`config.mk`:
```
export PLATFORM = sky130hd
export DESIGN_NAME = bankers_safety_and_request_check
export DESIGN_NICKNAME = d
export VERILOG_FILES = /design/src/bsrc_pkg.sv /design/src/bsrc_cmp.sv /design/src/bankers_safety_and_request_check.sv
export SDC_FILE = /design/constraint.sdc
export NUM_CORES = 2
export LEC_CHECK = 0
export BUFFER_PORTS_ARGS = -buffer_cell sky130_fd_sc_hd__buf_2
export CORE_ASPECT_RATIO = 1.4
export CORE_MARGIN = 2
export CORE_UTILIZATION = 60
export CTS_CLUSTER_DIAMETER = 60
export DETAILED_ROUTE_END_ITERATION = 8
export PLACE_DENSITY = 0.82
export REMOVE_ABC_BUFFERS = 1
export SETUP_SLACK_MARGIN = 0.4
export SYNTH_ARGS = -nofsm -noshare
export SYNTH_HDL_FRONTEND = slang
export SYNTH_SLANG_ARGS = --single-unit
```
`constraint.sdc`:
```
create_clock -name aclk -period 8.7 [get_ports aclk]
set_clock_uncertainty 0.1 [all_clocks]
set_input_delay 1.305 -clock aclk [delete_from_list [all_inputs] [get_ports aclk]]
set_output_delay 1.305 -clock aclk [all_outputs]
set_load 0.05 [all_outputs]
```
`src/bsrc_pkg.sv`:
```
// Package for the banker's safety and request check block.
// Holds op and status codes shared by the sequencer and the top level.
`default_nettype none
package bsrc_pkg;
    localparam int OP_W = 3;
    localparam logic [OP_W-1:0] OP_LOAD_ALLOC = 3'd0;
    localparam logic [OP_W-1:0] OP_LOAD_CLAIM = 3'd1;
    localparam logic [OP_W-1:0] OP_LOAD_AVAIL = 3'd2;
    localparam logic [OP_W-1:0] OP_REQ_ELEM   = 3'd3;
    localparam logic [OP_W-1:0] OP_SAFETY     = 3'd4;

    localparam logic [2:0] ST_SAFE         = 3'd0;
    localparam logic [2:0] ST_UNSAFE       = 3'd1;
    localparam logic [2:0] ST_GRANTED      = 3'd2;
    localparam logic [2:0] ST_EXCEEDS_NEED = 3'd3;
    localparam logic [2:0] ST_INSUFFICIENT = 3'd4;
    localparam logic [2:0] ST_UNSAFE_DENY  = 3'd5;

    localparam int WORK_W = 12;
    localparam logic [WORK_W-1:0] WORK_CAP = 12'hFFF;
endpackage
`default_nettype wire

```
`src/bsrc_cmp.sv`:
```
// Shared compare/add unit: one resource element at a time.
// Depends on bsrc_pkg for the work width.
`default_nettype none
module bsrc_cmp (
    input  wire logic [7:0]                   claim,
    input  wire logic [7:0]                   alloc,
    input  wire logic [7:0]                   rhs8,
    input  wire logic [bsrc_pkg::WORK_W-1:0]  work,
    output logic                              need_gt_work,
    output logic                              req_gt_need,
    output logic                              req_gt_avail,
    output logic [bsrc_pkg::WORK_W-1:0]       work_sum
);
    logic signed [9:0] need;
    logic [bsrc_pkg::WORK_W:0] sum;
    assign need = $signed({2'b00, claim}) - $signed({2'b00, alloc});
    assign need_gt_work = need > $signed({1'b0, work[8:0]}) && work[11:9] == 3'd0;
    assign req_gt_need  = $signed({2'b00, rhs8}) > need;
    assign req_gt_avail = rhs8 > work[7:0];
    assign sum = {1'b0, work} + {5'd0, alloc};
    assign work_sum = sum[bsrc_pkg::WORK_W] ? bsrc_pkg::WORK_CAP : sum[bsrc_pkg::WORK_W-1:0];
endmodule
`default_nettype wire

```
`src/bankers_safety_and_request_check.sv`:
```
// Top level: APB registers, tables, sequencer around bsrc_cmp.
// Depends on bsrc_pkg and bsrc_cmp.
//  channel  | dir | tdata (low bit up)                          | tuser/tlast
//  s_axis   | in  | op[2:0] proc_id[5:3] res_id[8:6] amount[16:9]| tlast=req_last
//  m_axis   | out | status[2:0] seq_proc[5:3] seq_pos[8:6]       | tlast=last
//  apb      | in  | reg 0 num_processes, reg 1 num_resources     |
// Tables have a registered read, so each table element is fetched and then used.
// A request checks each element against need, then against avail, then writes
// the tentative allocation, then a safety check: up to n passes over n processes,
// each candidate's need compared to work and its alloc added if it fits;
// rollback restores m elements. For a safety op, a safe sequence then streams
// n words. Stalls on m_axis hold the sequencer. Reset is synchronous.
`default_nettype none
module bankers_safety_and_request_check #(
    parameter int MAX_PROCS     = 8,
    parameter int MAX_RES_TYPES = 8
) (
    input  wire logic        aclk,
    input  wire logic        aresetn,
    input  wire logic        s_axis_tvalid,
    output logic             s_axis_tready,
    input  wire logic [23:0] s_axis_tdata,  // op, proc_id, res_id, amount
    input  wire logic        s_axis_tlast,  // req_last
    output logic             m_axis_tvalid,
    input  wire logic        m_axis_tready,
    output logic [15:0]      m_axis_tdata,  // status, seq_proc, seq_pos
    output logic             m_axis_tlast,  // last
    input  wire logic        psel,
    input  wire logic        penable,
    input  wire logic        pwrite,
    input  wire logic [2:0]  paddr,
    input  wire logic [31:0] pwdata,
    output logic [31:0]      prdata,
    output logic             pready
);
    localparam int PW = (MAX_PROCS > 1) ? $clog2(MAX_PROCS) : 1;
    localparam int RW = (MAX_RES_TYPES > 1) ? $clog2(MAX_RES_TYPES) : 1;
    localparam int DEPTH = MAX_PROCS * MAX_RES_TYPES;
    localparam int AW = (DEPTH > 1) ? $clog2(DEPTH) : 1;
    localparam int WW = bsrc_pkg::WORK_W;

    typedef enum logic [3:0] {
        S_IDLE, S_RQ_NEED, S_RQ_AVAIL, S_RQ_APPLY, S_SF_INIT, S_SF_CMP,
        S_SF_ADD, S_SF_NEXT, S_RQ_BACK, S_OUT_ONE, S_OUT_SEQ
    } state_t;

    state_t state_reg;
    logic [3:0] np_reg, nr_reg;
    logic [7:0] alloc_mem [DEPTH];
    logic [7:0] claim_mem [DEPTH];
    logic [7:0] avail_reg [MAX_RES_TYPES];
    logic [7:0] req_reg [MAX_RES_TYPES];
    logic [7:0] save_reg [MAX_RES_TYPES];
    logic [WW-1:0] work_reg [MAX_RES_TYPES];
    logic [MAX_PROCS-1:0] fin_reg;
    logic [2:0] seq_reg [MAX_PROCS];
    logic [PW-1:0] p_reg, pid_reg;
    logic [RW-1:0] r_reg;
    logic [3:0] cnt_reg, opos_reg;
    logic found_reg, is_req_reg, ph_reg;
    logic [2:0] st_reg;

    logic [3:0] n_eff, m_eff;
    assign n_eff = (np_reg == 4'd0) ? 4'd1 :
                   (32'(np_reg) > MAX_PROCS) ? 4'(MAX_PROCS) : np_reg;
    assign m_eff = (nr_reg == 4'd0) ? 4'd1 :
                   (32'(nr_reg) > MAX_RES_TYPES) ? 4'(MAX_RES_TYPES) : nr_reg;

    logic [2:0] in_op, in_p, in_r;
    logic [7:0] in_amt;
    assign in_op = s_axis_tdata[2:0];
    assign in_p = s_axis_tdata[5:3];
    assign in_r = s_axis_tdata[8:6];
    assign in_amt = s_axis_tdata[16:9];
    logic pin, rin;
    assign pin = 32'(in_p) < MAX_PROCS;
    assign rin = 32'(in_r) < MAX_RES_TYPES;
    logic [AW-1:0] in_addr;
    assign in_addr = AW'(32'(in_p) * MAX_RES_TYPES + 32'(in_r));

    logic [PW-1:0] cur_p;
    assign cur_p = (state_reg == S_SF_CMP || state_reg == S_SF_ADD) ? p_reg : pid_reg;
    logic [AW-1:0] addr;
    assign addr = AW'(32'(cur_p) * MAX_RES_TYPES + 32'(r_reg));
    logic [7:0] a_rd_reg, c_rd_reg;

    always_ff @(posedge aclk) begin
        a_rd_reg <= alloc_mem[addr];
        c_rd_reg <= claim_mem[addr];
    end

    logic ngw, rgn, rga;
    logic [WW-1:0] wsum, cmp_work;
    logic [7:0] rhs8;
    assign rhs8 = req_reg[r_reg];
    assign cmp_work = (state_reg == S_RQ_AVAIL) ? {4'd0, avail_reg[r_reg]} : work_reg[r_reg];
    bsrc_cmp u_cmp (
        .claim(c_rd_reg), .alloc(a_rd_reg), .rhs8(rhs8), .work(cmp_work),
        .need_gt_work(ngw), .req_gt_need(rgn), .req_gt_avail(rga), .work_sum(wsum)
    );

    logic r_end, p_end;
    assign r_end = 4'(r_reg) + 4'd1 >= m_eff;
    assign p_end = 4'(p_reg) + 4'd1 >= n_eff;

    assign pready = 1'b1;
    assign prdata = (paddr[2] == 1'b0) ? {28'd0, np_reg} : {28'd0, nr_reg};
    assign s_axis_tready = (state_reg == S_IDLE);
    assign m_axis_tvalid = (state_reg == S_OUT_ONE) || (state_reg == S_OUT_SEQ);
    assign m_axis_tdata = (state_reg == S_OUT_SEQ) ?
        {7'd0, opos_reg[2:0], seq_reg[opos_reg[PW-1:0]], bsrc_pkg::ST_SAFE} :
        {13'd0, st_reg};
    assign m_axis_tlast = (state_reg == S_OUT_ONE) || (opos_reg + 4'd1 == n_eff);

    always_ff @(posedge aclk) begin
        if (!aresetn) begin
            state_reg <= S_IDLE;
            np_reg <= 4'd8;
            nr_reg <= 4'd8;
            fin_reg <= '0;
            ph_reg <= 1'b0;
            for (int i = 0; i < MAX_RES_TYPES; i++) work_reg[i] <= '0;
        end else begin
            if (psel && penable && pwrite) begin
                if (paddr == 3'd0) np_reg <= pwdata[3:0];
                else if (paddr == 3'd4) nr_reg <= pwdata[3:0];
            end
            case (state_reg)
                S_IDLE: if (s_axis_tvalid) begin
                    r_reg <= '0;
                    pid_reg <= in_p[PW-1:0];
                    case (in_op)
                        bsrc_pkg::OP_LOAD_ALLOC:
                            if (pin && rin) alloc_mem[in_addr] <= in_amt;
                        bsrc_pkg::OP_LOAD_CLAIM:
                            if (pin && rin) claim_mem[in_addr] <= in_amt;
                        bsrc_pkg::OP_LOAD_AVAIL:
                            if (rin) avail_reg[in_r[RW-1:0]] <= in_amt;
                        bsrc_pkg::OP_REQ_ELEM: begin
                            if (rin) req_reg[in_r[RW-1:0]] <= in_amt;
                            if (s_axis_tlast) begin
                                is_req_reg <= 1'b1;
                                if (!pin) begin
                                    st_reg <= bsrc_pkg::ST_EXCEEDS_NEED;
                                    state_reg <= S_OUT_ONE;
                                end else state_reg <= S_RQ_NEED;
                            end
                        end
                        bsrc_pkg::OP_SAFETY: begin
                            is_req_reg <= 1'b0;
                            state_reg <= S_SF_INIT;
                        end
                        default: ;
                    endcase
                end
                S_RQ_NEED: begin
                    if (!ph_reg) ph_reg <= 1'b1;
                    else begin
                        ph_reg <= 1'b0;
                        if (rgn) begin
                            st_reg <= bsrc_pkg::ST_EXCEEDS_NEED;
                            state_reg <= S_OUT_ONE;
                        end else if (r_end) begin
                            r_reg <= '0;
                            state_reg <= S_RQ_AVAIL;
                        end else r_reg <= r_reg + 1'b1;
                    end
                end
                S_RQ_AVAIL: begin
                    if (rga) begin
                        st_reg <= bsrc_pkg::ST_INSUFFICIENT;
                        state_reg <= S_OUT_ONE;
                    end else if (r_end) begin
                        r_reg <= '0;
                        state_reg <= S_RQ_APPLY;
                    end else r_reg <= r_reg + 1'b1;
                end
                S_RQ_APPLY: begin
                    if (!ph_reg) ph_reg <= 1'b1;
                    else begin
                        ph_reg <= 1'b0;
                        save_reg[r_reg] <= a_rd_reg;
                        alloc_mem[addr] <= a_rd_reg + rhs8;
                        avail_reg[r_reg] <= avail_reg[r_reg] - rhs8;
                        if (r_end) state_reg <= S_SF_INIT;
                        else r_reg <= r_reg + 1'b1;
                    end
                end
                S_SF_INIT: begin
                    for (int i = 0; i < MAX_RES_TYPES; i++)
                        work_reg[i] <= (i < 32'(m_eff)) ? {4'd0, avail_reg[i]} : '0;
                    fin_reg <= '0;
                    p_reg <= '0;
                    r_reg <= '0;
                    cnt_reg <= '0;
                    found_reg <= 1'b0;
                    state_reg <= S_SF_NEXT;
                end
                S_SF_NEXT: begin
                    // p_reg names the candidate; skip finished processes
                    if (cnt_reg == n_eff) begin
                        if (is_req_reg) begin
                            st_reg <= bsrc_pkg::ST_GRANTED;
                            state_reg <= S_OUT_ONE;
                        end else begin
                            opos_reg <= '0;
                            state_reg <= S_OUT_SEQ;
                        end
                    end else if (fin_reg[p_reg]) begin
                        if (p_end) begin
                            if (!found_reg) begin
                                r_reg <= '0;
                                state_reg <= S_RQ_BACK;
                            end
                            p_reg <= '0;
                            found_reg <= 1'b0;
                        end else p_reg <= p_reg + 1'b1;
                    end else begin
                        r_reg <= '0;
                        state_reg <= S_SF_CMP;
                    end
                end
                S_SF_CMP: begin
                    if (!ph_reg) ph_reg <= 1'b1;
                    else begin
                        ph_reg <= 1'b0;
                        if (ngw) begin
                            if (p_end) begin
                                if (!found_reg) state_reg <= S_RQ_BACK;
                                else state_reg <= S_SF_NEXT;
                                r_reg <= '0;
                                p_reg <= '0;
                                found_reg <= 1'b0;
                            end else begin
                                state_reg <= S_SF_NEXT;
                                p_reg <= p_reg + 1'b1;
                            end
                        end else if (r_end) begin
                            r_reg <= '0;
                            state_reg <= S_SF_ADD;
                        end else r_reg <= r_reg + 1'b1;
                    end
                end
                S_SF_ADD: begin
                    if (!ph_reg) ph_reg <= 1'b1;
                    else begin
                        ph_reg <= 1'b0;
                        work_reg[r_reg] <= wsum;
                        if (r_end) begin
                            fin_reg[p_reg] <= 1'b1;
                            seq_reg[cnt_reg[PW-1:0]] <= 3'(p_reg);
                            cnt_reg <= cnt_reg + 4'd1;
                            state_reg <= S_SF_NEXT;
                            if (p_end) begin
                                p_reg <= '0;
                                found_reg <= 1'b0;
                            end else begin
                                p_reg <= p_reg + 1'b1;
                                found_reg <= 1'b1;
                            end
                        end else r_reg <= r_reg + 1'b1;
                    end
                end
                S_RQ_BACK: begin
                    if (!is_req_reg) begin
                        st_reg <= bsrc_pkg::ST_UNSAFE;
                        state_reg <= S_OUT_ONE;
                    end else begin
                        alloc_mem[addr] <= save_reg[r_reg];
                        avail_reg[r_reg] <= avail_reg[r_reg] + rhs8;
                        if (r_end) begin
                            st_reg <= bsrc_pkg::ST_UNSAFE_DENY;
                            state_reg <= S_OUT_ONE;
                        end else r_reg <= r_reg + 1'b1;
                    end
                end
                S_OUT_ONE: if (m_axis_tready) state_reg <= S_IDLE;
                S_OUT_SEQ: if (m_axis_tready) begin
                    if (opos_reg + 4'd1 == n_eff) state_reg <= S_IDLE;
                    opos_reg <= opos_reg + 4'd1;
                end
                default: state_reg <= S_IDLE;
            endcase
        end
    end
endmodule
`default_nettype wire

```
## After elaboration in Yosys (flattened, before gate mapping)

Memories as Yosys holds them, arrays and structs flattened. A register that Yosys moved wholly into a read port is not among the register bits.
Index checks and enable logic that the tools add are counted.

| storage, ports and cells | value |
|---|---|
| bits in registers | 43 |
| output and inout port bits | 52 |
| memories | 7 |
| input bits | 67 |
| bits in writable memories | 1336 |

| operators by class | value |
|---|---|
| $lt $le $gt $ge | 17 |
| muxes and demuxes | 167 |
| eq/ne operators | 51 |
| bitwise gates (word level) | 12 |
| reductions and logical operators | 35 |
| add/sub/neg operators | 13 |

Memories:

| memory | words | bits a word | rd ports | clocked after Yosys merged registers in | write ports | RTL line | RTL |
|---|---|---|---|---|---|---|---|
| alloc_mem | 64 | 8 | 1 | 1 | 1 | bankers_safety_and_request_check.sv:49 | `logic [7:0] alloc_mem [DEPTH];` |
| claim_mem | 64 | 8 | 1 | 1 | 1 | bankers_safety_and_request_check.sv:50 | `logic [7:0] claim_mem [DEPTH];` |
| work_reg | 8 | 12 | 1 | 1 | 8 | bankers_safety_and_request_check.sv:54 | `logic [WW-1:0] work_reg [MAX_RES_TYPES];` |
| avail_reg | 8 | 8 | 9 | 1 | 1 | bankers_safety_and_request_check.sv:51 | `logic [7:0] avail_reg [MAX_RES_TYPES];` |
| req_reg | 8 | 8 | 1 | 1 | 1 | bankers_safety_and_request_check.sv:52 | `logic [7:0] req_reg [MAX_RES_TYPES];` |
| save_reg | 8 | 8 | 1 | 1 | 1 | bankers_safety_and_request_check.sv:53 | `logic [7:0] save_reg [MAX_RES_TYPES];` |
| +1 memories | - | - | - | - | - | - |  |

Operator list:

| kind | count |
|---|---|
| $mux W4 | 35 |
| $mux W12 | 11 |
| $mux W8 | 14 |
| $mux W3 | 37 |
| $mux W1 | 55 |
| $pmux W4 S11 | 1 |
| $ne A2 B2 Y1 const B | 21 |
| $ne A3 B3 Y1 const B | 8 |
| $pmux W3 S4 | 2 |
| $pmux W3 S8 | 1 |
| $pmux W4 S2 | 3 |
| $reduce_and A18 Y1 | 1 |
| $add A8 B8 Y8 | 2 |
| $eq A4 B3 Y1 const B | 4 |
| $lt A3 B4 Y1 const A | 4 |
| $pmux W8 S2 | 1 |
| $reduce_and A8 Y1 | 2 |
| $reduce_or A8 Y1 | 2 |
| $add A12 B8 Y13 | 1 |
| $reduce_and A13 Y1 | 1 |
| $add A6 B3 Y6 | 2 |
| $eq A4 B4 Y1 const B | 3 |
| $logic_not A4 Y1 | 3 |
| $reduce_or A12 Y1 | 1 |
| 45 further kinds | 80 |

## Longest topological paths before layout

| logic depth | value |
|---|---|
| depth in word-level cells | 9 |
| depth in mapped cells | 20 |
| mapped depth without buffers | 18 |

## Cells and area by module

Synthesis repeated with hierarchy kept, for this count alone.

| second synthesis, totals | value |
|---|---|
| cells, all modules | 3671 |
| area total of the unflattened synthesis | 59558.4 µm² |

Modules (own cells, without submodules):

| module | area each (µm²) | times used | cells each | sequential area each (µm²) |
|---|---|---|---|---|
| bankers_safety_and_request_check | 58129.5 | 1 | 3469 | 41639.9 |
| bsrc_cmp | 1428.9 | 1 | 202 | 0.0 |

## Worst setup path after synthesis

No wires, ideal clock.

| timing path | value |
|---|---|
| kind | reg-to-reg |
| start | register (tool-made name) |
| end | memory alloc_mem[0][6], data pin |
| data arrival time | 4.729 ns |
| setup time | 0.548 ns |
| cell stages (with the launch flop) | 18 |
| slack | 3.324 ns |
| cell sequence | dfxtp_1 > buf_6 > buf_8 > buf_6 > mux4_2 > mux2i_1 > inv_1 > ha_1 > inv_1 > fa_1 > nor2b_1 > o21ai_0 > nand2b_1 > a21o_1 > a21oi_1 > xor2_1 > o211a_1 > a21oi_1 |

RTL lines:

| what | RTL line |
|---|---|
| to (decl) | bankers_safety_and_request_check.sv:49 |

==> out/summary.txt <==
Crit path buf inv count: 1
Die W: 264 um
Tot GR Track Use: 0.296
Layout Nets: 3742
Clk Latency, worst-skew pair: 0.74 ns
Synth Instances: 3605
H-tree depth: 3
RR Endpoint: avail_reg[6][7]$_DFFE_PP_
DP Cell Count: 4700
Pleak: 19.8 nW
Finished Core Util: 0.662
WHS Path Cells: 2
Hold Path Class: flip-flop to flip-flop
Vias in the first global route: 34500
Critical Path, Cell by Cell: buf_4, mux4_2, mux2i_1, ha_1, nand2_1, o21ai_0, ha_1, a21o_1, a21oi_1, o21bai_1, a21oi_1, o21ai_0, xnor2_1, o311ai_1
Fin crit share: 0.647
Worst endpoint required time: 8.98 ns
Largest net degree at the start of global routing: 111
Global-route wire length before repair: 213 mm
Wire length on met3: 15.6 mm
# fillers: 5875
Hold_sp: fin_reg[7]$_SDFFE_PN0P_
Area added between synthesis and finish: 9.35%
Congestion Overflow GR: 0
Post-route ant nets: 0
Cell variety after synth: 87
Fraction of layout cells with a size suffix above 1: 0.117
Min cycle time layout: 5.63 ns
DPL Wire Length: 85.5 mm
Worst setup EP type: flip-flop
Placer Congestion: 0.915
Design Power: 19.9 mW
Post-CTS Hold Fix Bufs: 0
Cell Area, Placed: 0.0583 mm2
Worst Hold End: fin_reg[7]$_SDFFE_PN0P_
CTS sink cnt: 1401
R2r worst-path depth: 14
Finished Cell Area: 0.0622 mm2
CP peak stage delay: 0.89 ns
Via count: 34600
Non-Filler Instances: 4922
Power Density: 319 mW/mm2
Worst-margin pin slew: 1.23 ns
Slowest-stage cell, CP: o311ai_1
Commonest non-fill, non-tap cell in the layout: edfxtp_1
Top routing layer in use: met4
Post-Syn Area: 0.0569 mm2
CTS resizes: 0
DRT met1 WL: 47.6 mm
Io pins: 119
CTS tree: built
Hold_ws: 0.371 ns
Dominant synthesized flop cell: edfxtp_1
Vias/cell: 7.03
CTS root buf: clkbuf_16
RSZ-0062 raised after global routing: no
Initial Utilization: 0.605
# Post-CTS Setup Buffers: 0
Max VDD drop: 0.000363 V
Delay-heaviest family, CP: compound AO/OA/AOI/OAI gates
CTS buffer count: 116
Status: finished clean
Drt total wl: 145 mm
CP Class: flip-flop to flip-flop
Final slew viol count: 0
Setup TNS: 0 ns
Startpoint Class: flip-flop
Clock tree buffer depth: 3
Most frequent cells in the layout: edfxtp_1, a22oi_1, nor2_1
Met2 WL: 73.7 mm
Async SR Flop Fraction: 0
Total iterations of the first detailed-routing run: 7
Sequential fraction of the synthesis area: 0.731
Die area: 0.0974 mm2
Per-cell routed wire length: 29.5 um
Avg Cell Area, Syn: 15.8 um2
Flop2flop setup slack: 3.07 ns
Synthesis-stage register bit count: 1401
Die height: 368 um
Dpl ws: 3.11 ns
Final worst slack: 3.07 ns
Worst Path Max Fanout: 27
Fmax achieved: 178 MHz
Initial DRC count: 4795
WP data arrival: 5.91 ns
Synth warnings: 0
Number of port buffers: 47
# setup viols final: 0
Max Cap Viol: 0
Initial antenna violation count: 0
# DRC: 0
Number of flops mapped to enable cells by yosys: 1358
Final Hold Vio Count: 0
Reg clk slew, reported paths: 0.07 ns
Rows: 133
Slew HR: 0.175
CORE AREA: 0.0940 mm2
## worst min-delay path, cell delays in order, from the launching register on
cell	delay, ns
dfxtp_1	0.32
a31oi_1	0.04
nor2_1	0.07
## cell families (layout without fill, tap and decap cells)
group                      after synthesis  in the layout  share of synthesized area
and+or+nand+nor                        750            750                     0.0620
muxes                                  136            136                     0.0419
other                                    2             39                   0.000132
AOI/OAI and AO/OA                      887            887                      0.117
xor gates and xnor gates                39             39                    0.00600
adders and majority gates               72             72                     0.0164
DFF                                   1401           1401                      0.731
buffers and inverters                  318            383                     0.0250
## cell usage after synthesis, drive strengths merged (4+ instances only)
cell	instances	area share
a311oi	32	0.0049
nor4	10	0.0012
o22ai	6	0.00077
mux2	20	0.0042
o21a	15	0.0020
o31a	5	0.00077
or2	4	0.00044
dfxtp	43	0.015
mux4	78	0.031
buf	109	0.011
or3	5	0.00055
inv	60	0.0040
nand2b	12	0.0013
a21o	15	0.0020
nand3	36	0.0032
nor4b	4	0.00062
and2	12	0.0013
a211oi	17	0.0023
xor2	20	0.0031
nand4	118	0.013
nand3b	5	0.00066
o21ai	91	0.0082
fa	4	0.0014
a21oi	57	0.0050
o31ai	10	0.0017
a31oi	33	0.0037
xnor2	19	0.0029
nor3	37	0.0035
a32o	14	0.0025
nor2b	21	0.0023
a21boi	4	0.00053
and3	13	0.0014
edfxtp	1358	0.72
o211ai	40	0.0053
clkbuf	148	0.0098
mux2i	38	0.0067
a22oi	320	0.042
nand2	171	0.011
nor2	292	0.019
ha	68	0.015
o21bai	5	0.00066
a22o	100	0.015
a221oi	98	0.015
## cell type report
| type | instances | area (um2) | share of cell area |
|---|---|---|---|
| clock buffer | 143 | 3130 | 0.0503 |
| inverter | 61 | 231 | 0.00372 |
| multi-input combinational | 1920 | 14200 | 0.228 |
| timing repair buffer | 103 | 743 | 0.0119 |
| clock inverter | 76 | 787 | 0.0126 |
| tap | 1215 | 1520 | 0.0244 |
| sequential | 1401 | 41600 | 0.669 |
| antenna | 3 | 7.51 | 0.000121 |
## how the worst max path moves through the flow
stage | to | from | cells after the start
6_report | avail_reg[6][7]$_DFFE_PP_ | flip-flop | 14
4_1_cts | avail_reg[6][7]$_DFFE_PP_ | flip-flop | 14
5_1_grt | avail_reg[6][7]$_DFFE_PP_ | flip-flop | 14
2_1_floorplan | work_reg[4][0]$_DFFE_PP_ | r_reg[2]$_DFFE_PP_ | 3
3_3_place_gp | avail_reg[2][7]$_DFFE_PP_ | flip-flop | 14
3_5_place_dp | avail_reg[3][7]$_DFFE_PP_ | flip-flop | 14
## metal layers
layer | global-route usage | vias to the layer above
met2 | 0.512 | 2512
li1 | - | 14500
met3 | 0.0521 | 515
met5 | 0 | -
met1 | 0.354 | 17100
met4 | 0.160 | 0
## where the power goes
| group | internal, mW | switching (mW) |
|---|---|---|
| Combinational | 2.33 | 4.19 |
| Clock | 2.94 | 2.41 |
| Sequential | 7.68 | 0.304 |
| Total | 12.9 | 6.90 |
Note: power is estimated with default switching activity, not from simulation.
